`config.mk`:
```
export PLATFORM = sky130hd
export DESIGN_NAME = sbo_ctrl_flat
export DESIGN_NICKNAME = d
export VERILOG_FILES = /design/src/sv/sbo_pkg.sv /design/src/sv/sbo_if.sv /design/src/sv/sbo_ctrl.sv /design/src/flat_wrapper.sv
export SDC_FILE = /design/constraint.sdc
export NUM_CORES = 1
export LEC_CHECK = 0
export BUFFER_PORTS_ARGS = -buffer_cell sky130_fd_sc_hd__buf_2
export CAP_MARGIN = 20
export CORE_MARGIN = 2
export CORE_UTILIZATION = 25
export CTS_CLUSTER_SIZE = 8
export DETAILED_ROUTE_END_ITERATION = 10
export SYNTH_ARGS = -nofsm -noshare
export SYNTH_HDL_FRONTEND = slang
export SYNTH_SLANG_ARGS = --single-unit
```
`constraint.sdc`:
```
create_clock -name clk_i -period 7.8 [get_ports clk_i]
set_clock_uncertainty 0.05 [all_clocks]
set_input_delay 0.78 -clock clk_i [delete_from_list [all_inputs] [get_ports clk_i]]
set_output_delay 0.78 -clock clk_i [all_outputs]
set_load 0.02 [all_outputs]
```
`src/sv/sbo_pkg.sv`:
```
// Shared types and constants for the superpixel border overlay.
// No dependencies; every other file of the block imports this package.
package sbo_pkg;

  // Fixed field widths of the stream and configuration payloads
  localparam int LabelFieldW = 16;
  localparam int ColorW      = 8;
  localparam int CfgW        = 11;

  // Color driven on a border pixel
  localparam logic [ColorW-1:0] ColorBorder = 8'd255;

  // Item command codes
  typedef enum logic {
    CmdPixel = 1'b0,
    CmdDrain = 1'b1
  } sbo_cmd_e;

  // Per-item neighbor qualifiers handed from control to the border stage
  typedef struct packed {
    logic is_pixel;   // item is a pixel, so the lower neighbor exists
    logic has_up;     // upper neighbor exists
    logic has_left;   // left neighbor exists
    logic has_right;  // right neighbor exists
    logic done;       // final pixel of the frame
  } sbo_ctl_t;

endpackage

```
`src/sv/sbo_if.sv`:
```
// Stream interfaces of the superpixel border overlay: pixel input and result output.
// Depends on sbo_pkg for the payload widths.
interface sbo_pix_if import sbo_pkg::*; ();
  logic                   valid;
  logic                   ready;
  logic                   command;
  logic [LabelFieldW-1:0] label;
  logic [ColorW-1:0]      red_in;
  logic [ColorW-1:0]      green_in;
  logic [ColorW-1:0]      blue_in;

  modport source (output valid, command, label, red_in, green_in, blue_in, input ready);
  modport sink   (input valid, command, label, red_in, green_in, blue_in, output ready);
endinterface


```
`src/sv/sbo_ctrl.sv`:
```
// Position control of the border overlay: width register, column, row and drain counters.
// Decodes each input transaction into line-store accesses; depends on sbo_pkg, sbo_pix_if.
module sbo_ctrl import sbo_pkg::*; #(
  parameter int MAX_WIDTH  = 1024,
  parameter int LABEL_BITS = 16,
  localparam int PosW      = $clog2(MAX_WIDTH),
  localparam int EntryW    = LABEL_BITS + 3 * ColorW
) (
  input  logic              clk_i,
  input  logic              rst_ni,
  input  logic              cfg_we_i,
  input  logic [CfgW-1:0]   cfg_wdata_i,
  sbo_pix_if.sink           pix_i,
  input  logic              take_i,
  output logic              load_o,
  output sbo_ctl_t          ctl_o,
  output logic [PosW-1:0]   pos_o,
  output logic              pend_we_o,
  output logic [EntryW-1:0] pend_wdata_o,
  output logic [LABEL_BITS-1:0] lower_label_o
);

  localparam int WidthW     = PosW + 1;
  localparam int CmpW       = (WidthW > CfgW) ? WidthW : CfgW;
  localparam int ResetWidth = (MAX_WIDTH < 1024) ? MAX_WIDTH : 1024;

  logic [WidthW-1:0] width_q;
  logic [PosW-1:0]   col_q, col_d;
  logic [PosW-1:0]   drain_q, drain_d;
  logic [1:0]        rows_q, rows_d;

  logic              accept;
  logic              is_drain;
  logic              drain_act;
  logic              pix_act;
  logic [WidthW-1:0] pos_inc;
  logic              last;
  logic [LABEL_BITS-1:0] lab;

  // Hold the effective width, clamped to one and to MAX_WIDTH
  always_ff @(posedge clk_i or negedge rst_ni) begin
    if (!rst_ni) begin
      width_q <= WidthW'(ResetWidth);
    end else if (cfg_we_i) begin
      if (cfg_wdata_i == '0) begin
        width_q <= WidthW'(1);
      end else if (CmpW'(cfg_wdata_i) > CmpW'(MAX_WIDTH)) begin
        width_q <= WidthW'(MAX_WIDTH);
      end else begin
        width_q <= WidthW'(cfg_wdata_i);
      end
    end
  end

  assign pix_i.ready = take_i;
  assign accept      = pix_i.valid && pix_i.ready;
  assign is_drain    = (sbo_cmd_e'(pix_i.command) == CmdDrain);

  // Drain needs a complete row and no partial one; pixels taken during a drain are dropped
  assign drain_act = (rows_q != 2'd0) && (col_q == '0);
  assign pix_act   = (drain_q == '0);

  assign pos_o   = is_drain ? drain_q : col_q;
  assign pos_inc = {1'b0, pos_o} + WidthW'(1);
  assign last    = (pos_inc >= width_q);
  assign lab     = LABEL_BITS'(pix_i.label);

  assign load_o = accept && (is_drain ? drain_act : (pix_act && (rows_q != 2'd0)));

  always_comb begin
    ctl_o.is_pixel  = !is_drain;
    ctl_o.has_up    = rows_q[1];
    ctl_o.has_left  = (pos_o != '0);
    ctl_o.has_right = !last;
    ctl_o.done      = is_drain && last;
  end

  assign pend_we_o     = accept && !is_drain && pix_act;
  assign pend_wdata_o  = {lab, pix_i.red_in, pix_i.green_in, pix_i.blue_in};
  assign lower_label_o = lab;

  // Advance column, row count and drain position per transaction
  always_comb begin
    col_d   = col_q;
    drain_d = drain_q;
    rows_d  = rows_q;
    if (accept) begin
      if (is_drain) begin
        if (drain_act) begin
          if (last) begin
            drain_d = '0;
            rows_d  = 2'd0;
            col_d   = '0;
          end else begin
            drain_d = pos_inc[PosW-1:0];
          end
        end
      end else if (pix_act) begin
        if (last) begin
          col_d = '0;
          if (rows_q != 2'd2) begin
            rows_d = rows_q + 2'd1;
          end
        end else begin
          col_d = pos_inc[PosW-1:0];
        end
      end
    end
  end

  always_ff @(posedge clk_i or negedge rst_ni) begin
    if (!rst_ni) begin
      col_q   <= '0;
      drain_q <= '0;
      rows_q  <= 2'd0;
    end else begin
      col_q   <= col_d;
      drain_q <= drain_d;
      rows_q  <= rows_d;
    end
  end

endmodule

```
`src/flat_wrapper.sv`:
```
// flat-port wrapper written by rule: the top's interface ports become plain ports
module sbo_ctrl_flat import sbo_pkg::*;
#(
  parameter int MAX_WIDTH  = 1024,
  parameter int LABEL_BITS = 16,
  localparam int PosW      = $clog2(MAX_WIDTH),
  localparam int EntryW    = LABEL_BITS + 3 * ColorW
)
  (clk_i, rst_ni, cfg_we_i, cfg_wdata_i, take_i, load_o, ctl_o, pos_o, pend_we_o, pend_wdata_o, lower_label_o, pix_i_valid, pix_i_command, pix_i_label, pix_i_red_in, pix_i_green_in, pix_i_blue_in, pix_i_ready);
  sbo_pix_if pix_i_i ();
  input  logic clk_i;
  input  logic rst_ni;
  input  logic cfg_we_i;
  input  logic [CfgW-1:0] cfg_wdata_i;
  input  logic take_i;
  output logic load_o;
  output sbo_ctl_t ctl_o;
  output logic [PosW-1:0] pos_o;
  output logic pend_we_o;
  output logic [EntryW-1:0] pend_wdata_o;
  output logic [LABEL_BITS-1:0] lower_label_o;
  input wire logic [$bits(pix_i_i.valid)-1:0] pix_i_valid;
  input wire logic [$bits(pix_i_i.command)-1:0] pix_i_command;
  input wire logic [$bits(pix_i_i.label)-1:0] pix_i_label;
  input wire logic [$bits(pix_i_i.red_in)-1:0] pix_i_red_in;
  input wire logic [$bits(pix_i_i.green_in)-1:0] pix_i_green_in;
  input wire logic [$bits(pix_i_i.blue_in)-1:0] pix_i_blue_in;
  output wire logic [$bits(pix_i_i.ready)-1:0] pix_i_ready;
  assign pix_i_i.valid = pix_i_valid;
  assign pix_i_i.command = pix_i_command;
  assign pix_i_i.label = pix_i_label;
  assign pix_i_i.red_in = pix_i_red_in;
  assign pix_i_i.green_in = pix_i_green_in;
  assign pix_i_i.blue_in = pix_i_blue_in;
  assign pix_i_ready = pix_i_i.ready;
  sbo_ctrl #(.MAX_WIDTH(MAX_WIDTH), .LABEL_BITS(LABEL_BITS)) u_core (.clk_i(clk_i), .rst_ni(rst_ni), .cfg_we_i(cfg_we_i), .cfg_wdata_i(cfg_wdata_i), .pix_i(pix_i_i), .take_i(take_i), .load_o(load_o), .ctl_o(ctl_o), .pos_o(pos_o), .pend_we_o(pend_we_o), .pend_wdata_o(pend_wdata_o), .lower_label_o(lower_label_o));
endmodule
```
Word-level counts from Yosys, hierarchy flattened
Index checks and enable logic that the tools add are counted.

word-level totals
  flip-flop bits (word level) = 33
  bits of input ports = 57
  output and inout port bits = 74

operators by class
  add/subtract/negate cells = 2
  order comparisons = 2
  eq/ne operators = 3
  multiplexer cells = 15
  reduce and logical (&&, ||, !) cells = 19

operator list
  cell                                                              number
  10-bit two-way mux                                                6
  11-bit two-way mux                                                2
  10-bit zero test                                                  2
  2-bit two-way mux                                                 6
  10-bit by 1-bit adder with 11-bit output (second input constant)  1
  11-bit >= comparator                                              1
  11-bit greater-than comparator (second input constant)            1
  11-bit zero test                                                  1
  10-bit nonzero test                                               1
  1-bit logical AND                                                 7
  2-bit nonzero test                                                3
  5-bit AND reduction                                               1
  2-bit by 1-bit != test with 1-bit output (second input constant)  2
  4-bit AND reduction                                               1
  3-bit AND reduction                                               1
  2-bit by 1-bit adder with 2-bit output (second input constant)    1
  1-bit zero test                                                   2
  2-bit != test (second input constant)                             1
  1-bit two-way mux                                                 1

Logic depth before layout (Yosys ltp)
Gate-level depths: netlist (run 1).

  depth in word-level cells = 6
  mapped depth = 17
  mapped depth without buffers = 13

Least setup slack after synthesis (run 1)
Ideal clock, no wire load.

  path type = input -> output
  from = input pix_i_command
  to = output ctl_o[0] (netlist bit)
  data arrival time = 3.677 ns
  path slack = 3.293 ns
  stages = 16
  cell sequence = buf_6 buf_12 buf_6 mux2_2 ha_1 nand2_1 nor3b_2 xnor2_1 inv_1 ha_1 a21oi_1 nor2_1 a2111o_1 or2_4 buf_6 and2_1

RTL lines
  element      RTL line            source
  from (decl)  flat_wrapper.sv:23  input wire logic [$bits(pix_i_i.command)-1:0] pix_i_command;
  to (decl)    flat_wrapper.sv:17  output sbo_ctl_t ctl_o;

==> summary.md, run 1 <==
| Metric | Value |
|---|---|
| Final ANT Viol Nets | 0 |
| Final WL | 5730 um |
| Global Route Usage Sum | 0.106 |
| Fin crit period | 4850 ps |
| GRT overflow | 0 |
| Setup Fix Bufs, Post-CTS | 0 |
| Count leader, synth | buf_4 |
| CTS resizes | 0 |
| Clock root cell | clkbuf_8 |
| Number of global-route vias before repair | 1777 |
| Final core utilization | 0.248 |
| Largest net degree at the start of global routing | 34 |
| Drt drc | 0 |
| Register area share after synthesis | 0.313 |
| FFs w/ async S/R, synth | 1.00 |
| Drt pass-1 iters | 4 |
| Worst Path Class, Setup | primary input to output port |
| Slew @ Worst Pin | 748 ps |
| Inserted Clock Buffers | 5 |
| Ports | 131 |
| Cells after Synth | 288 |
| Initial drt markers | 97 |
| Period utilisation layout | 0.622 |
| Hpwl dp | 4350 um |
| Leak | 1.24 nW |
| Average wire per standard cell | 14.3 um |
| Top cell type by total area after synthesis | dfrtp_1 |
| ANT cells | 0 |
| Core area | 10300 um2 |
| Nets | 334 |
| Yosys warning count | 0 |
| Post-Syn Nets | 360 |
| Syn-to-layout area delta | -3.41% |
| Via-per-instance ratio | 4.60 |
| Layout cells sized above 1 | 0.251 |
| Antenna violations before repair | 0 |
| Slowest CP cell | nor4_2 |
| CTS tree | done |
| Layout Cells excl Fill | 399 |
| Final Cell Area | 2550 um2 |
| Final-report hold violation count | 0 |
| Worst setup margin | 2950 ps |
| Clock latency on the worst-skew pair | 290 ps |
| Max VDD drop | 0.0663 mV |
| CP peak stage delay | 470 ps |
| Initial Util | 0.257 |
| Netlist Area Pre-Place | 2640 um2 |
| Critical Path AT | 4020 ps |
| Pre-CTS WS | 2950 ps |
| Post-synth EDFFs | 0 |
| Req. time, crit path | 6970 ps |
| Post-synthesis cell type count | 50 |
| Pwr per Cell Area | 191 nW/um2 |
| Synthesized flop and latch total | 33 |
| Final setup TNS | 0 ps |
| Clock-pin slew on the worst setup and hold paths | 70 ps |
| Worst slew margin | 0.501 |
| HP Class | register to register |
| Synth area leaders | dfrtp_1 30%, buf_4 16%, ha_1 7.1% |
| Gpl congestion | 0.853 |
| Fin. max-slew vios | 0 |
| Max Root-Sink Buffers | 2 |
| Placed inst area | 2470 um2 |
| First-pass GRT wire length | 9260 um |
| Fmax | 206 MHz |
| Top cell type's share of synthesized area | 0.303 |
| Critical Path Start Type | primary input |
| Num rows | 37 |
| Crit end category | output port |
| Commonest cells post-synth | 58 x buf_4, 32 x dfrtp_1, 29 x inv_1, 29 x nand2_1, 15 x ha_1 |
| Mean Syn Cell Area | 9.18 um2 |
| Clock Sinks | 33 |
| RSZ-0062 raised after global routing | false |
| Setup violations, final | 0 |
| Die Span X | 107 um |
| Placed insts | 391 |
| IO Port Bufs | 34 |
| H-tree levels | 2 |
| Vias | 1836 |
| Post-layout total power | 0.488 mW |
| Post-CTS Hold Buffers | 0 |
| Critical path, cell by cell | buf_2, mux2_2, ha_1, nand2_1, nor3b_2, xnor2_1, inv_1, ha_1, nand4_1, nor4_2, or2_4, and2_1, buf_2 |
| Maxcap violations | 0 |
| Top FF cell, synth | dfrtp_1 |
| CP Max Fanout | 26 |
| WHS | 471 ps |
| Die Span Y | 107 um |
| Die area | 11400 um2 |
| Status | complete, no violations |
[power by group]
group          switching [mW]  internal (mW)
registers              0.0142          0.187
clock network          0.0618         0.0626
logic                  0.0970         0.0652
total                   0.173          0.315
[worst max-delay path, delay by kind of cell]
kind	cells	cell delay [ps]
XOR/XNOR	1	230
adder cells (fa/ha/maj)	2	550
buffers and inverters	3	640
multiplexers	1	450
AND/OR/NAND/NOR	6	1350
[kinds of logic (layout without fill, tap and decap cells)]
group / count (synthesis) / count (layout) / synth area share
AO/OA/AOI/OAI: 48 / 48 / 0.145
XOR/XNOR: 6 / 6 / 0.0199
adder cells (fa/ha/maj): 15 / 15 / 0.0710
buffers and inverters: 98 / 73 / 0.241
flip-flops: 33 / 33 / 0.313
multiplexers: 12 / 12 / 0.0497
AND/OR/NAND/NOR: 76 / 76 / 0.161
[state kept, by name, summed over array words and instances, names as in the netlist]
register        cells
u_core.drain_q     10
u_core.rows_q       2
u_core.col_q       10
u_core.width_q     11
[cell usage in the layout, fill, tap and decap left out, types with 4 or more instances in the layout]
| cell type | netlist | layout |
|---|---|---|
| mux2_2 | 9 | 9 |
| nor4_1 | 6 | 6 |
| o21ai_0 | 8 | 8 |
| o31ai_1 | 14 | 14 |
| nand2_1 | 29 | 29 |
| nor3_1 | 4 | 4 |
| nand3_1 | 11 | 11 |
| ha_1 | 15 | 15 |
| dfrtp_1 | 32 | 32 |
| clkbuf_8 | 0 | 5 |
| inv_1 | 29 | 29 |
| buf_2 | 3 | 34 |
| nand4_1 | 6 | 6 |
[layer usage]
metal / routed length (um) / vias up / global-route usage / part of all wire
li1: - / 882 / - / -
met1: 2880 / 866 / 0.150 / 0.50
met2: 2340 / 80 / 0.152 / 0.41
met3: 449 / 8 / 0.0292 / 0.078
met4: 64 / 0 / 0.0380 / 0.011
met5: 0 / - / 0 / 0
[cell type report]
cell class	instances	area, um2
clock buffer	7	76.3
clock inverter	1	5.00
sequential	33	827
multi-input combinational	157	1180
tap	136	170
timing repair buffer	36	185
inverter	29	109
fill	1142	7720
[final timing paths]
kind                            startpoint                end  slack (ps)  cells after the start
max in group asynchronous           rst_ni  u_core.width_q[0]        6710                      1
min                        u_core.col_q[9]    u_core.col_q[9]         470                      2
max                          pix_i_command           ctl_o[0]        2950                     13
max reg2reg                u_core.col_q[0]  u_core.drain_q[2]        4660                     12
min in group asynchronous           rst_ni    u_core.col_q[7]         500                      1
min reg2reg                u_core.col_q[9]    u_core.col_q[9]         470                      2
No activity file was read; power rests on OpenSTA's default activity.
==> inputs of run 2 (changes only) <==
==> constraint.sdc (replaced) <==
create_clock -name clk_i -period 3.9 [get_ports clk_i]
set_clock_uncertainty 0.05 [all_clocks]
set_input_delay 0.39 -clock clk_i [delete_from_list [all_inputs] [get_ports clk_i]]
set_output_delay 0.39 -clock clk_i [all_outputs]
set_load 0.02 [all_outputs]
==> run 2 against run 1 <==
Critical path depth increased by 1; global-route usage decreased by 0.47 points; worst setup slack got worse by 2800 ps; routed wire length increased by 0.70%; die area unchanged; worst hold slack got worse by 360 ps; via count decreased by 0.33%; non-clock buffer count increased by 7; register-to-register slack got worse by 4000 ps; clock power increased by 120%; sequential share of layout area decreased by 1.3 points; critical path type is now register to output port; largest cell class unchanged.
==> summary.md, run 2 (synthesized netlist as in run 1, its figures left out) <==
| Metric | Value |
|---|---|
| Req. time, crit path | 3460 ps (was 6970 ps) |
| Largest net degree at the start of global routing | 34 (unchanged) |
| Critical Path Start Type | register (was primary input) |
| Core area | 10300 um2 (unchanged) |
| Die area | 11400 um2 (unchanged) |
| Initial Util | 0.257 (unchanged) |
| CTS tree | done (unchanged) |
| Logic pwr share | 0.340 (was 0.333) |
| GRT overflow | 0 (unchanged) |
| Critical path, cell by cell | mux2i_1, inv_1, ha_1, nand2_1, nor3b_2, xnor2_2, inv_1, ha_1, nand4_1, a21oi_1, a2111o_1, or2_4, and2_1, buf_2 (was buf_2, mux2_2, ha_1, nand2_1, nor3b_2, xnor2_1, inv_1, ha_1, nand4_1, nor4_2, or2_4, and2_1, buf_2) |
| Ports | 131 (unchanged) |
| Num rows | 37 (unchanged) |
| Post-layout total power | 1.03 mW (was 0.488 mW) |
| Clock-pin slew on the worst setup and hold paths | 70 ps (about the same) |
| Die Span Y | 107 um (unchanged) |
| HP Class | primary input to asynchronous set/reset pin (was register to register) |
| Average wire per standard cell | 14.2 um (was 14.3 um) |
| Status | complete, no violations (unchanged) |
| Most frequent cells in the layout | 33 x buf_2, 32 x dfrtp_1, 29 x inv_1, 29 x nand2_1, 15 x ha_1 (was 34 x buf_2, 32 x dfrtp_1, 29 x inv_1, 29 x nand2_1, 15 x ha_1) |
| Most common cell after layout, fill and taps aside | buf_2 (unchanged) |
| Fin. max-slew vios | 0 (unchanged) |
| Leak | 1.29 nW (was 1.24 nW) |
| Max FFs per register | 11 (unchanged) |
| Via-per-instance ratio | 4.50 (was 4.60) |
| Worst slew margin | 0.498 (was 0.501) |
| IO Port Bufs | 34 (unchanged) |
| Clock Sinks | 33 (unchanged) |
| Drt drc | 0 (unchanged) |
| Final-report hold violation count | 0 (unchanged) |
| Top reg by flops | u_core.width_q (unchanged) |
| CP Max Fanout | 6 (was 26) |
| Final WL | 5770 um (was 5730 um) |
| Die Span X | 107 um (unchanged) |
| Clock root cell | clkbuf_8 (unchanged) |
| Final setup TNS | 0 ps (unchanged) |
| Regs by FF count | u_core.width_q x11, u_core.col_q x10, u_core.drain_q x10 (unchanged) |
| Clock network power share | 0.269 (was 0.255) |
| WHS | 108 ps (was 471 ps) |
| Part of the power in registers | 0.390 (was 0.413) |
| Period utilisation layout | 0.964 |
| Int Power | 0.664 mW (was 0.315 mW) |
| Clock latency on the worst-skew pair | 290 ps (about the same) |
| Gpl congestion | 0.872 (was 0.853) |
| Fillers | 1116 (was 1142) |
| Fmax | 266 MHz |
| Slowest CP cell | dfrtp_1 (was nor4_2) |
| Global Route Usage Sum | 0.101 (was 0.106) |
| CP peak stage delay | 430 ps (was 470 ps) |
| Inserted Clock Buffers | 5 (unchanged) |
| Final ANT Viol Nets | 0 (unchanged) |
| Pwr per Cell Area | 387 nW/um2 (was 191 nW/um2) |
| Syn-to-layout area delta | 0.757% (was -3.41%) |
| Sw Ratio | 0.356 (was 0.355) |
| Max Root-Sink Buffers | 2 (unchanged) |
| Nets | 342 (was 334) |
| Fin crit period | 3760 ps |
| Initial drt markers | 98 (was 97) |
| Final Cell Area | 2660 um2 (was 2550 um2) |
| Max VDD drop | 0.150 mV (was 0.0663 mV) |
| Drt pass-1 iters | 4 (unchanged) |
| Number of global-route vias before repair | 1745 (was 1777) |
| Switching power total | 0.367 mW (was 0.173 mW) |
| Setup violations, final | 0 (unchanged) |
| WP buf/inv | 3 (unchanged) |
| H-tree levels | 2 (unchanged) |
| First-pass GRT wire length | 9000 um (was 9260 um) |
| Critical Path AT | 3320 ps (was 4020 ps) |
| Hpwl dp | 4180 um (was 4350 um) |
| Vias | 1830 (was 1836) |
| Antenna violations before repair | 0 (unchanged) |
| Worst Path Class, Setup | register to output port (was primary input to output port) |
| Placed inst area | 2500 um2 (was 2470 um2) |
| ANT cells | 0 (unchanged) |
| CP delay by family, top | simple AND/OR/NAND/NOR gates (unchanged) |
| Maxcap violations | 0 (unchanged) |
| Layout cells sized above 1 | 0.292 (was 0.251) |
| Slew @ Worst Pin | 753 ps (was 748 ps) |
| Crit end category | output port (unchanged) |
-- run 2: what timing repair did --
action / CTS / global route
gates resized for setup: 0 / 7
setup endpoints to repair: 0 / 2
hold endpoints to repair: 0 / 0
setup buffers: 0 / 3
hold buffers: 0 / 0
-- run 2: area by class of cell --
cell class                 count  area [um2]  share of cell area
clock buffer                   7        86.3              0.0324
clock inverter                 1        7.51             0.00282
inverter                      29         109              0.0409
multi-input combinational    158        1220               0.458
sequential                    33         827               0.311
tap                          136         170              0.0639
timing repair buffer          43         244              0.0916
-- run 2: worst reg2reg max path, stage by stage, from the launching register on --
cell and delay, ps:
dfrtp_1 430, mux2i_1 130, inv_1 90, ha_1 180, nand2_1 120, nor3b_2 290
xnor2_2 180, inv_1 90, ha_1 300, nand4_1 190, a21oi_1 80, a2111o_1 350
or2_4 310, buf_4 160, o31ai_1 200
-- run 2: power by group through the flow --
| stage | registers (mW) | clock network (mW) | logic, mW |
|---|---|---|---|
| 6_report | 0.402 | 0.278 | 0.351 |
| 5_1_grt | 0.408 | 0.298 | 0.391 |
| 4_1_cts | 0.403 | 0.283 | 0.335 |
| 3_5_place_dp | 0.409 | 0 | 0.334 |
| 3_3_place_gp | 0.409 | 0 | 0.329 |
| 2_1_floorplan | 0.400 | 0 | 0.331 |
-- run 2: stage by stage --
stage / util / std cells / worst slack [ps]
floorplan: - / 288 / 173
global placement: 0.243 / 395 / 147
detailed placement: 0.243 / 395 / 114
CTS: 0.252 / 403 / 101
global route: 0.259 / 407 / -37.9
finish: 0.259 / 407 / 142
-- run 2: per-layer routing --
layer / GRT usage / part of all wire / vias up / routed length (um)
met4: 0.0269 / 0.0094 / 0 / 54
li1: - / - / 896 / -
met5: 0 / 0 / - / 0
met2: 0.139 / 0.41 / 84 / 2350
met3: 0.0298 / 0.073 / 12 / 419
met1: 0.151 / 0.51 / 838 / 2950
-- run 2: worst paths after layout --
path | start | slack, ps | depth (start not counted) | end
max | u_core.drain_q[1] | 140 | 14 | ctl_o[0]
min | rst_ni | 110 | 1 | u_core.col_q[8]
max reg2reg | u_core.drain_q[1] | 680 | 14 | u_core.drain_q[3]
min reg2reg | u_core.col_q[9] | 470 | 2 | u_core.col_q[9]
max in group asynchronous | rst_ni | 3190 | 1 | u_core.width_q[1]
min in group clk_i | cfg_wdata_i[5] | 270 | 2 | u_core.width_q[5]
