<file path="src/sv/sbo_pkg.sv">
// Shared types and constants for the superpixel border overlay.
// No dependencies; every other file of the block imports this package.
package sbo_pkg;

  // Fixed field widths of the stream and configuration payloads
  localparam int LabelFieldW = 16;
  localparam int ColorW      = 8;
  localparam int CfgW        = 11;

  // Color driven on a border pixel
  localparam logic [ColorW-1:0] ColorBorder = 8'd255;

  // Item command codes
  typedef enum logic {
    CmdPixel = 1'b0,
    CmdDrain = 1'b1
  } sbo_cmd_e;

  // Per-item neighbor qualifiers handed from control to the border stage
  typedef struct packed {
    logic is_pixel;   // item is a pixel, so the lower neighbor exists
    logic has_up;     // upper neighbor exists
    logic has_left;   // left neighbor exists
    logic has_right;  // right neighbor exists
    logic done;       // final pixel of the frame
  } sbo_ctl_t;

endpackage

</file>
<file path="src/sv/sbo_if.sv">


interface sbo_res_if import sbo_pkg::*; ();
  logic              valid;
  logic              ready;
  logic [ColorW-1:0] red_out;
  logic [ColorW-1:0] green_out;
  logic [ColorW-1:0] blue_out;
  logic              on_border;
  logic              frame_done;

  modport source (output valid, red_out, green_out, blue_out, on_border, frame_done,
                  input ready);
  modport sink   (input valid, red_out, green_out, blue_out, on_border, frame_done,
                  output ready);
endinterface

</file>
<file path="src/sv/sbo_border.sv">
// Border decision stage and output register of the border overlay.
// Compares the pixel label with its neighbors; depends on sbo_pkg, sbo_res_if.
module sbo_border import sbo_pkg::*; #(
  parameter int MAX_WIDTH  = 1024,
  parameter int LABEL_BITS = 16,
  localparam int PosW      = $clog2(MAX_WIDTH),
  localparam int EntryW    = LABEL_BITS + 3 * ColorW
) (
  input  logic                  clk_i,
  input  logic                  rst_ni,
  input  logic                  load_i,
  input  sbo_ctl_t              ctl_i,
  input  logic [PosW-1:0]       pos_i,
  input  logic [LABEL_BITS-1:0] lower_label_i,
  input  logic [EntryW-1:0]     cur_entry_i,
  input  logic [LABEL_BITS-1:0] right_label_i,
  input  logic [LABEL_BITS-1:0] upper_label_i,
  output logic                  take_o,
  output logic                  upper_we_o,
  output logic [PosW-1:0]       upper_waddr_o,
  sbo_res_if.source             res_o
);

  logic                  s1_valid_q;
  sbo_ctl_t              ctl_q;
  logic [PosW-1:0]       pos_q;
  logic [LABEL_BITS-1:0] lower_q;
  logic [LABEL_BITS-1:0] prev_q;
  logic                  out_valid_q;
  logic [ColorW-1:0]     red_q, green_q, blue_q;
  logic                  border_q, done_q;

  logic                  s1_move;
  logic [LABEL_BITS-1:0] cur_label;
  logic [ColorW-1:0]     cur_red, cur_green, cur_blue;
  logic                  border;

  assign cur_label = cur_entry_i[EntryW-1 -: LABEL_BITS];
  assign cur_red   = cur_entry_i[3*ColorW-1 -: ColorW];
  assign cur_green = cur_entry_i[2*ColorW-1 -: ColorW];
  assign cur_blue  = cur_entry_i[ColorW-1:0];

  // Advance when the output register is empty or being drained
  assign s1_move = s1_valid_q && (!out_valid_q || res_o.ready);
  assign take_o  = !s1_valid_q || s1_move;

  // Left neighbor is the label of the previously emitted pixel of this row
  assign border = (ctl_q.has_up    && (upper_label_i != cur_label)) ||
                  (ctl_q.has_left  && (prev_q        != cur_label)) ||
                  (ctl_q.has_right && (right_label_i != cur_label)) ||
                  (ctl_q.is_pixel  && (lower_q       != cur_label));

  assign upper_we_o    = s1_move && ctl_q.is_pixel;
  assign upper_waddr_o = pos_q;

  // Hold stage valid and output valid
  always_ff @(posedge clk_i or negedge rst_ni) begin
    if (!rst_ni) begin
      s1_valid_q  <= 1'b0;
      out_valid_q <= 1'b0;
    end else begin
      if (load_i) begin
        s1_valid_q <= 1'b1;
      end else if (s1_move) begin
        s1_valid_q <= 1'b0;
      end
      if (s1_move) begin
        out_valid_q <= 1'b1;
      end else if (res_o.ready) begin
        out_valid_q <= 1'b0;
      end
    end
  end

  // Capture item context and output payload
  always_ff @(posedge clk_i) begin
    if (load_i) begin
      ctl_q   <= ctl_i;
      pos_q   <= pos_i;
      lower_q <= lower_label_i;
    end
    if (s1_move) begin
      prev_q   <= cur_label;
      red_q    <= border ? ColorBorder : cur_red;
      green_q  <= border ? ColorBorder : cur_green;
      blue_q   <= border ? ColorBorder : cur_blue;
      border_q <= border;
      done_q   <= ctl_q.done;
    end
  end

  assign res_o.valid      = out_valid_q;
  assign res_o.red_out    = red_q;
  assign res_o.green_out  = green_q;
  assign res_o.blue_out   = blue_q;
  assign res_o.on_border  = border_q;
  assign res_o.frame_done = done_q;

endmodule

</file>
<file path="src/flat_wrapper.sv">
// flat-port wrapper written by rule: the top's interface ports become plain ports
module sbo_border_flat import sbo_pkg::*;
#(
  parameter int MAX_WIDTH  = 1024,
  parameter int LABEL_BITS = 16,
  localparam int PosW      = $clog2(MAX_WIDTH),
  localparam int EntryW    = LABEL_BITS + 3 * ColorW
)
  (clk_i, rst_ni, load_i, ctl_i, pos_i, lower_label_i, cur_entry_i, right_label_i, upper_label_i, take_o, upper_we_o, upper_waddr_o, res_o_valid, res_o_red_out, res_o_green_out, res_o_blue_out, res_o_on_border, res_o_frame_done, res_o_ready);
  sbo_res_if res_o_i ();
  input  logic clk_i;
  input  logic rst_ni;
  input  logic load_i;
  input  sbo_ctl_t ctl_i;
  input  logic [PosW-1:0] pos_i;
  input  logic [LABEL_BITS-1:0] lower_label_i;
  input  logic [EntryW-1:0] cur_entry_i;
  input  logic [LABEL_BITS-1:0] right_label_i;
  input  logic [LABEL_BITS-1:0] upper_label_i;
  output logic take_o;
  output logic upper_we_o;
  output logic [PosW-1:0] upper_waddr_o;
  output wire logic [$bits(res_o_i.valid)-1:0] res_o_valid;
  output wire logic [$bits(res_o_i.red_out)-1:0] res_o_red_out;
  output wire logic [$bits(res_o_i.green_out)-1:0] res_o_green_out;
  output wire logic [$bits(res_o_i.blue_out)-1:0] res_o_blue_out;
  output wire logic [$bits(res_o_i.on_border)-1:0] res_o_on_border;
  output wire logic [$bits(res_o_i.frame_done)-1:0] res_o_frame_done;
  input wire logic [$bits(res_o_i.ready)-1:0] res_o_ready;
  assign res_o_valid = res_o_i.valid;
  assign res_o_red_out = res_o_i.red_out;
  assign res_o_green_out = res_o_i.green_out;
  assign res_o_blue_out = res_o_i.blue_out;
  assign res_o_on_border = res_o_i.on_border;
  assign res_o_frame_done = res_o_i.frame_done;
  assign res_o_i.ready = res_o_ready;
  sbo_border #(.MAX_WIDTH(MAX_WIDTH), .LABEL_BITS(LABEL_BITS)) u_core (.clk_i(clk_i), .rst_ni(rst_ni), .load_i(load_i), .ctl_i(ctl_i), .pos_i(pos_i), .lower_label_i(lower_label_i), .cur_entry_i(cur_entry_i), .right_label_i(right_label_i), .upper_label_i(upper_label_i), .take_o(take_o), .upper_we_o(upper_we_o), .upper_waddr_o(upper_waddr_o), .res_o(res_o_i));
endmodule
</file>
<file path="config.mk">
export PLATFORM = sky130hd
export DESIGN_NAME = sbo_border_flat
export DESIGN_NICKNAME = d
export VERILOG_FILES = /design/src/sv/sbo_pkg.sv /design/src/sv/sbo_if.sv /design/src/sv/sbo_border.sv /design/src/flat_wrapper.sv
export SDC_FILE = /design/constraint.sdc
export NUM_CORES = 1
export LEC_CHECK = 0
export BUFFER_PORTS_ARGS = -buffer_cell sky130_fd_sc_hd__buf_4
export CAP_MARGIN = 20
export CORE_MARGIN = 8
export CORE_UTILIZATION = 49
export CTS_BUF_LIST = sky130_fd_sc_hd__clkbuf_8
export CTS_CLUSTER_SIZE = 14
export DETAILED_ROUTE_END_ITERATION = 6
export PLACE_DENSITY = 0.83
export SYNTH_ARGS = -nofsm -noshare
export SYNTH_HDL_FRONTEND = slang
export SYNTH_SLANG_ARGS = --single-unit
</file>
<file path="constraint.sdc">
create_clock -name clk_i -period 2.6 [get_ports clk_i]
set_input_delay 0.78 -clock clk_i [delete_from_list [all_inputs] [get_ports clk_i]]
set_output_delay 0.78 -clock clk_i [all_outputs]
set_load 0.05 [all_outputs]
</file>
Word-level counts from Yosys, hierarchy flattened
Cells that the tools add are included.
- add/subtract/negate cells: 0
- multipliers: 0
- divide/modulo/power cells: 0
- order comparisons: 0
- equality and inequality tests: 4
- shift operators: 0
- multiplexer cells: 4
- bitwise gates (word level): 0
- reduce and logical (&&, ||, !) cells: 15
- operators by type and width (cell ; number):
    inequality test 16 bit ; 4
    logical AND 1 bit ; 6
    logical OR 1 bit ; 5
    two-way mux 1 bit ; 4
    nonzero test 2 bit ; 2
    zero test 1 bit ; 2
- flip-flop bits (word level): 75
- bits in latches: 0
- RAM bits: 0
- ROM bits: 0
- input bits: 107
- output and inout port bits: 39
- word-level logic and storage cells: 38
- memories: 0

Depth between registers and ports, before layout
Gate-level depths: netlist of run 1.
- word-level depth: 5
- mapped depth: 7
- mapped depth without buffers: 5

Worst setup path after synthesis of run 1
OpenSTA, ideal clock, no wires.
- path type: input to register
- from: input port cur_entry_i[31]
- to: register u_core.blue_q[1], in the netlist u_core.res_o.blue_out[1], data pin
- library setup time: 259 ps
- arrival time: 2089 ps
- required time: 2341 ps
- path slack: 252 ps
- cell stages on the path: 7
- cell sequence: clkbuf_1 > xnor2_1 > nand4_1 > o41ai_2 > nand4_2 > buf_6 > or2_1
- longest elaborated chain between the ends: 5
- elaborated cells between the ends (all ways): 11
- those cells by class: 4 x eq/ne; 7 x reduce/logical
- ends and longest elaborated chain (what ; RTL line ; text):
    start: declaration ; flat_wrapper.sv:17 ; input logic [EntryW-1:0] cur_entry_i;
    inequality test 16 bit, on equally long branches ; sbo_border.sv:48, sbo_border.sv:49 ;
    logical AND 1 bit, on equally long branches ; sbo_border.sv:48, sbo_border.sv:49 ;
    logical OR 1 bit ; sbo_border.sv:48 ; assign border = (ctl_q.has_up && (upper_label_i != cur_label)) ||
    logical OR 1 bit ; sbo_border.sv:49 ; (ctl_q.has_left && (prev_q != cur_label)) ||
    logical OR 1 bit * ; sbo_border.sv:50 ; (ctl_q.has_right && (right_label_i != cur_label)) ||
    named net u_core.border ; sbo_border.sv:36 ; logic border;
    end signal: assignment ; sbo_border.sv:86 ; blue_q <= border ? ColorBorder : cur_blue;
    end: declaration ; sbo_border.sv:30 ; logic [ColorW-1:0] red_q, green_q, blue_q;
Mark *: on every way through the listed nets, which the timed path passes. The rest lies on a longest branch.
A chain may end at the register's enable or synchronous reset.

Final worst setup path of run 1
- from: input port res_o_ready
- to: output port upper_we_o
- longest elaborated chain between the ends: 3
- ends and longest elaborated chain (what ; RTL line ; text):
    start: declaration ; flat_wrapper.sv:29 ; input wire logic [$bits(res_o_i.ready)-1:0] res_o_ready;
    logical OR 1 bit ; sbo_border.sv:44 ; assign s1_move = s1_valid_q && (!out_valid_q || res_o.ready);
    logical AND 1 bit ; sbo_border.sv:44 ;
    logical AND 1 bit ; sbo_border.sv:53 ; assign upper_we_o = s1_move && ctl_q.is_pixel;
    end: declaration ; flat_wrapper.sv:21 ; output logic upper_we_o;
Every way passes these cells.

==> results of run 1 <==
## worst reg2reg max path: cells and delay by family (launching register included)
kind                      cells  cell delay (ps)
and+or+nand+nor               3              620
DFF                           1              390
AOI/OAI and AO/OA             1              370
xor gates and xnor gates      1              180
buffers and inverters         1              180
## worst max-delay path by stage
| stage | endpoint | slack, ps | depth (start not counted) |
|---|---|---|---|
| 6_report | upper_we_o | 410 | 4 |
| 3_3_place_gp | u_core.res_o.red_out[4]$_SDFFCE_PP1P_ | 100 | 7 |
| 2_1_floorplan | u_core.res_o.blue_out[1]$_SDFFCE_PP1P_ | 250 | 7 |
| 4_1_cts | upper_we_o | 400 | 4 |
| 3_5_place_dp | u_core.res_o.red_out[4]$_SDFFCE_PP1P_ | 70 | 7 |
| 5_1_grt | u_core.res_o.red_out[4]$_SDFFCE_PP1P_ | 340 | 7 |
## flip-flops by register name, indices dropped and copies added (netlist names)
signal	cells
u_core.res_o.valid	1
u_core.upper_waddr_o	10
u_core.res_o.on_border	1
u_core.lower_q	16
u_core.res_o.red_out	8
u_core.ctl_q	5
u_core.res_o.green_out	8
u_core.res_o.frame_done	1
u_core.prev_q	16
u_core.res_o.blue_out	8
u_core.s1_valid_q	1
## metal layers
| layer | global-route usage, % | vias to the layer above |
|---|---|---|
| li1 | - | 1011 |
| met1 | 16.5 | 1019 |
| met2 | 27.5 | 86 |
| met3 | 7.18 | 12 |
| met4 | 7.67 | 0 |
| met5 | 0 | - |
## power by group
group	switching [mW]	internal (mW)	total, mW
registers	0.0271	1.41	1.44
logic	0.230	0.227	0.457
clock network	0.429	0.538	0.966
total	0.686	2.17	2.86
## cells by family (layout without fill, tap and decap cells)
kind of cell           Yosys count  in the layout  share of synthesized area [%]
flip-flops                      75             75                           68.1
AND/OR/NAND/NOR                 47             47                           9.15
XOR/XNOR                        64             64                           17.2
buffers and inverters           18            162                           3.57
AO/OA/AOI/OAI                    4              4                           1.97
## layout by cell type, fill, tap and decap left out, drive strengths merged
cell        n
and3        1
bufinv      2
clkinv      2
o41ai       4
nand3b      1
or2        24
nand2b      3
dfrtp       2
clkinvlp    1
and2        1
inv         1
buf       147
nand4      17
xnor2      64
clkbuf      9
edfxtp     73
## cell type report
type,count,area [um^2],share of cell area (%)
Tap cell,80,100,2.17
Multi-Input combinational cell,115,936,20.3
Clock inverter,6,90.1,1.95
Sequential cell,75,2240,48.5
Clock buffer,9,124,2.68
Timing Repair Buffer,147,1130,24.4
==> reports/metrics.cfg, run 1 <==
[final_layout]
final_layout_size_suffix_gt1_share_pct=49.4
final_core_util_pct=69.5
finalNetCount=455
diode_count=0
fill_cells=488
syn2layout_area_growth_pct=40.3
final-instance-count-excl-fill=432
stdcell_area_mm2=0.00462

[detailed_routing]
post_drt_wl_per_cell_um=17.9
detailroute.via_count=2128
detail_route.wirelength.met1_mm=2.84
highest-signal-layer=met4
detailedRoute.firstIterationViolations=104
dr_wl_met3_um=696
drtAntennaViolNets=0
drt_pre_antenna_iters=4
detailroute.wirelength.met2_mm=4.03
drt_wl_total_mm=7.72
per_cell_via_count_in_the_routed_design=4.93
detail_route.drc_violations=0

[global_routing]
vias_in_the_first_global_route=2378
global_route.overflow_total=0
antenna_found_initial=0
maximum_number_of_pins_on_one_net_before_global_route_repair=40
track_usage_pct=16.1
grt_pass1_wl_mm=11.9

[timing]
final_critical_path_setup_slack_ps=406
tns_ps=0
hold_viol_final=0
hold_slack_ps=201
post-route-min-period_ps=2190
setup-violations-final=0
maxSlewHeadroom_pct=72.0
worst_slew_pin_slew_ps=421
clock_skew_ps=10.1
final_max_slew_viol_count=0
grt_setup_unrepaired=no
fmax_mhz=456
final_min_period_over_clock_period_pct=84.4

[floorplan]
io_pins=146
placementRows=30
core_area_mm2=0.00664
die_height_um=98.0
die-area_mm2=0.00960
fp.dieW_um=98.0
floorplan.initialDensity_pct=49.6

[worst_setup_path]
data_required_time_of_the_worst_path_ps=1820
crit-reg2reg-capture=u_core.res_o.red_out[4]$_SDFFCE_PP1P_
timing_worst_setup_path_type=in -> out
crit_family=simple AND/OR/NAND/NOR gates
launching_element_type_of_the_critical_path=input port
crit_path_cell_trace=buf_4, nand2b_1, and3_1, buf_4
crit_path_max_fanout=3
setup_slack_on_the_worst_flop_to_flop_path_ps=610
rr_worst_depth=6
worst-endpoint-arrival_ps=1410
timing.critical_path.slowest_stage_cell=sky130_fd_sc_hd__and3_1
cp-startpoint=res_o_ready
critical_path.max_stage_delay_ps=180
worst_r2r_startpoint=u_core.lower_q[0]$_DFFE_PP_
path_common_cell=sky130_fd_sc_hd__buf_4
cp-end-kind=output port
path_buf_inv=2

[clock_tree]
clk_pin_slew_worst_paths_ps=70
post_cts.resized_instances=0
ctsHoldBuffers=0
clk-insertion-delay-late_ps=350
tritoncts_clock_tree=done
h-tree-depth=3
cts_setup_buffers=0
cts.sink_count=75
clk_root_buffer_cell=sky130_fd_sc_hd__clkbuf_8
clockBufferDepth=2
cts_buffers=9

[place]
detailed_place_hpwl_mm=5.99
dp_cells=417
port_buffers=145
placed_instance_area_mm2=0.00441
gp_routability_congestion=0.780
detailedPlace.worstSlack_ps=71.0

[run]
drv.max_cap_violation_count=0

[power_and_ir_drop]
peakVddDrop_uv=489
p_total_mw=2.86
power.leakage_nw=1.68
cellPowerDensity_mw_per_mm2=619

[logic_synthesis]
syn-num-nets=315
netlist_top_cells_area=sky130_fd_sc_hd__edfxtp_1 67%, sky130_fd_sc_hd__xnor2_1 17%, sky130_fd_sc_hd__or2_1 3.6%
synth_area_leader=sky130_fd_sc_hd__edfxtp_1
synth_warnings=0
post-synth-top-area-fraction_pct=66.5
synth.distinct_cells=18
synth.most_common_cell=sky130_fd_sc_hd__edfxtp_1
async_reset_ff_share_pct=2.67
instance_count_of_the_mapped_netlist=208
seq_area_frac_synth_pct=68.1
synth.ff_latch_count=75
synth-main-ff-cell=sky130_fd_sc_hd__edfxtp_1
synth-edff-count=73
synth_area_per_cell_um2=15.8
synth_area_mm2=0.00329
post_synth_most_frequent_cells=73 x sky130_fd_sc_hd__edfxtp_1, 63 x sky130_fd_sc_hd__xnor2_1, 19 x sky130_fd_sc_hd__or2_1, 16 x sky130_fd_sc_hd__nand4_1

[outcome]
run_status=finished clean

[min_path]
type_of_the_worst_min_delay_path=in -> async

No activity file was read; power rests on OpenSTA's default activity.
==> run 2: changes to the inputs <==
--- a/config.mk
+++ b/config.mk
@@ -8,11 +8,11 @@
 export BUFFER_PORTS_ARGS = -buffer_cell sky130_fd_sc_hd__buf_4
 export CAP_MARGIN = 20
 export CORE_MARGIN = 8
-export CORE_UTILIZATION = 49
+export CORE_UTILIZATION = 44
 export CTS_BUF_LIST = sky130_fd_sc_hd__clkbuf_8
 export CTS_CLUSTER_SIZE = 14
 export DETAILED_ROUTE_END_ITERATION = 6
-export PLACE_DENSITY = 0.83
+export PLACE_DENSITY = 0.78
 export SYNTH_ARGS = -nofsm -noshare
 export SYNTH_HDL_FRONTEND = slang
 export SYNTH_SLANG_ARGS = --single-unit
==> constraint.sdc (replaced) <==
create_clock -name clk_i -period 1.8 [get_ports clk_i]
set_input_delay 0.54 -clock clk_i [delete_from_list [all_inputs] [get_ports clk_i]]
set_output_delay 0.54 -clock clk_i [all_outputs]
set_load 0.05 [all_outputs]
==> reports/metrics.cfg, run 2 (same netlist as run 1, synthesis figures left out) <==
[power_and_ir_drop]
power.leakage_nw=1.79  ; +6.4%
peakVddDrop_uv=604  ; +23%
cellPowerDensity_mw_per_mm2=849  ; +37%
p_total_mw=4.08  ; +43%

[worst_setup_path]
critical_path.max_stage_delay_ps=420  ; +240 ps
crit_path_cell_trace=xnor2_2, nand4_1, o41ai_2, nand4_2, buf_6, or2_2
timing.critical_path.slowest_stage_cell=sky130_fd_sc_hd__edfxtp_1
crit_path_max_fanout=25  ; +22
path_buf_inv=1  ; -1
launching_element_type_of_the_critical_path=register
worst-endpoint-arrival_ps=2050  ; +640 ps
cp-end-kind=register
crit_family=simple AND/OR/NAND/NOR gates
timing_worst_setup_path_type=reg -> reg
data_required_time_of_the_worst_path_ps=1900  ; +80 ps
setup_slack_on_the_worst_flop_to_flop_path_ps=-150  ; -760 ps

[floorplan]
floorplan.initialDensity_pct=45.4  ; -4.2 points
die_height_um=103  ; +4.6%
core_area_mm2=0.00725  ; +9.2%
placementRows=31  ; +3.3%
fp.dieW_um=103  ; +4.6%
die-area_mm2=0.0105  ; +9.5%
io_pins=146  ; unchanged

[detailed_routing]
detailedRoute.firstIterationViolations=100  ; -3.8%
drt_wl_total_mm=7.79  ; +0.79%
per_cell_via_count_in_the_routed_design=4.61  ; -6.4%
drtAntennaViolNets=0  ; unchanged
detailroute.via_count=2094  ; -1.6%
post_drt_wl_per_cell_um=17.1  ; -4.1%
detail_route.drc_violations=0  ; unchanged
drt_pre_antenna_iters=4  ; unchanged

[global_routing]
maximum_number_of_pins_on_one_net_before_global_route_repair=43  ; +7.5%
vias_in_the_first_global_route=2354  ; -1.0%
track_usage_pct=15.0  ; -1.1 points
global_route.overflow_total=0  ; unchanged
grt_pass1_wl_mm=11.6  ; -3.1%
antenna_found_initial=0  ; unchanged

[min_path]
type_of_the_worst_min_delay_path=in -> reg

[clock_tree]
clk_root_buffer_cell=sky130_fd_sc_hd__clkbuf_8
cts_buffers=9  ; unchanged
tritoncts_clock_tree=done
clockBufferDepth=2  ; unchanged
h-tree-depth=3  ; unchanged
clk-insertion-delay-late_ps=350  ; about the same
clk_pin_slew_worst_paths_ps=80  ; about the same
cts.sink_count=75  ; unchanged

[timing]
clock_skew_ps=7.47  ; -2.63 ps
fmax_mhz=513
post-route-min-period_ps=1950
maxSlewHeadroom_pct=71.8  ; -0.16 points
final_max_slew_viol_count=0  ; unchanged
worst_slew_pin_slew_ps=423  ; +2.46 ps
setup-violations-final=24  ; +24
final_critical_path_setup_slack_ps=-148  ; -554 ps
final_min_period_over_clock_period_pct=108
hold_viol_final=0  ; unchanged
grt_setup_unrepaired=yes

[final_layout]
commonest_non_fill_non_tap_cell_in_the_layout=sky130_fd_sc_hd__buf_4
layout.cells.most_common_list=145 x sky130_fd_sc_hd__buf_4, 73 x sky130_fd_sc_hd__edfxtp_1, 43 x sky130_fd_sc_hd__xnor2_1
finalNetCount=457  ; +0.44%
syn2layout_area_growth_pct=45.8
final_layout_size_suffix_gt1_share_pct=55.5  ; +6.1 points
stdcell_area_mm2=0.00480  ; +3.9%
diode_count=0  ; unchanged

[outcome]
violated_checks=negative setup slack
run_status=finished with violations

[place]
gp_routability_congestion=0.766  ; -1.8%
port_buffers=145  ; unchanged
placed_instance_area_mm2=0.00456  ; +3.5%
detailed_place_hpwl_mm=6.02  ; +0.55%

[run]
drv.max_cap_violation_count=0  ; unchanged

-- run 2: cell types whose count changed in the layout (fill, tap and decap cells not counted), sizes merged --
cell / change
buf: +1
dlygate4sd3: +1
clkinv: +1
clkinvlp: +1
bufinv: -1
-- run 2: worst paths after layout --
path,startpoint,endpoint,depth (start not counted)
worst max-delay path,u_core.prev_q[5]$_DFFE_PP_,u_core.res_o.blue_out[7]$_SDFFCE_PP1P_,6
worst min-delay path,pos_i[1],u_core.upper_waddr_o[1]$_DFFE_PP_,1
worst max register to register,u_core.prev_q[5]$_DFFE_PP_,u_core.res_o.blue_out[7]$_SDFFCE_PP1P_,6
worst min register to register,u_core.ctl_q[0]$_DFFE_PP_,u_core.res_o.frame_done$_DFFE_PP_,0
max in group asynchronous,rst_ni,u_core.res_o.valid$_DFFE_PN0P_,2
min in group asynchronous,rst_ni,u_core.s1_valid_q$_DFFE_PN0P_,2
-- run 2: where the power goes --
part           switching (mW)  total (mW)  internal [mW]
logic                   0.347       0.710          0.363
registers              0.0442        2.08           2.04
clock network           0.640        1.29          0.646
-- run 2: what timing repair did --
| action | CTS | global route |
|---|---|---|
| setup endpoints to repair | 24 | 26 |
| hold endpoints to repair | 2 | 0 |
| resized for setup | 1 | 4 |
| pin swaps | 2 | 1 |
| hold buffers | 1 | 0 |
| setup buffers | 0 | 1 |
-- run 2: worst register-to-register path: cells and delay by family, from the launching register on --
family	cells	cell delay [ps]
compound gates	1	370
flops	1	420
buf+inv	1	180
xor+xnor	1	200
simple gates	3	540
-- run 2: final cells by class --
cell class / count / area (um^2)
Fill cell: 523 / 2450
Timing Repair Buffer: 149 / 1140
Clock inverter: 7 / 76.3
Clock buffer: 9 / 124
Tap cell: 99 / 124
Multi-Input combinational cell: 115 / 1090
Sequential cell: 75 / 2240
-- run 2: routing by layer --
layer,wire length (um),track usage (%),vias up
li1,-,-,1029
met3,848,7.49,11
met2,3900,25.0,97
met5,0,0,-
met4,98,5.30,0
met1,2930,16.3,957
-- run 2: metrics by stage --
step	setup TNS [ps]	hold slack, ps	util (%)	cells	worst slack, ps
3_5_place_dp	-11230	324	62.9	436	-515
3_3_place_gp	-10540	323	62.9	436	-483
5_1_grt	-5040	334	66.2	454	-270
4_1_cts	-2630	346	65.8	453	-168
6_report	-2160	362	66.2	454	-148
2_1_floorplan	-5750	244	-	208	-249
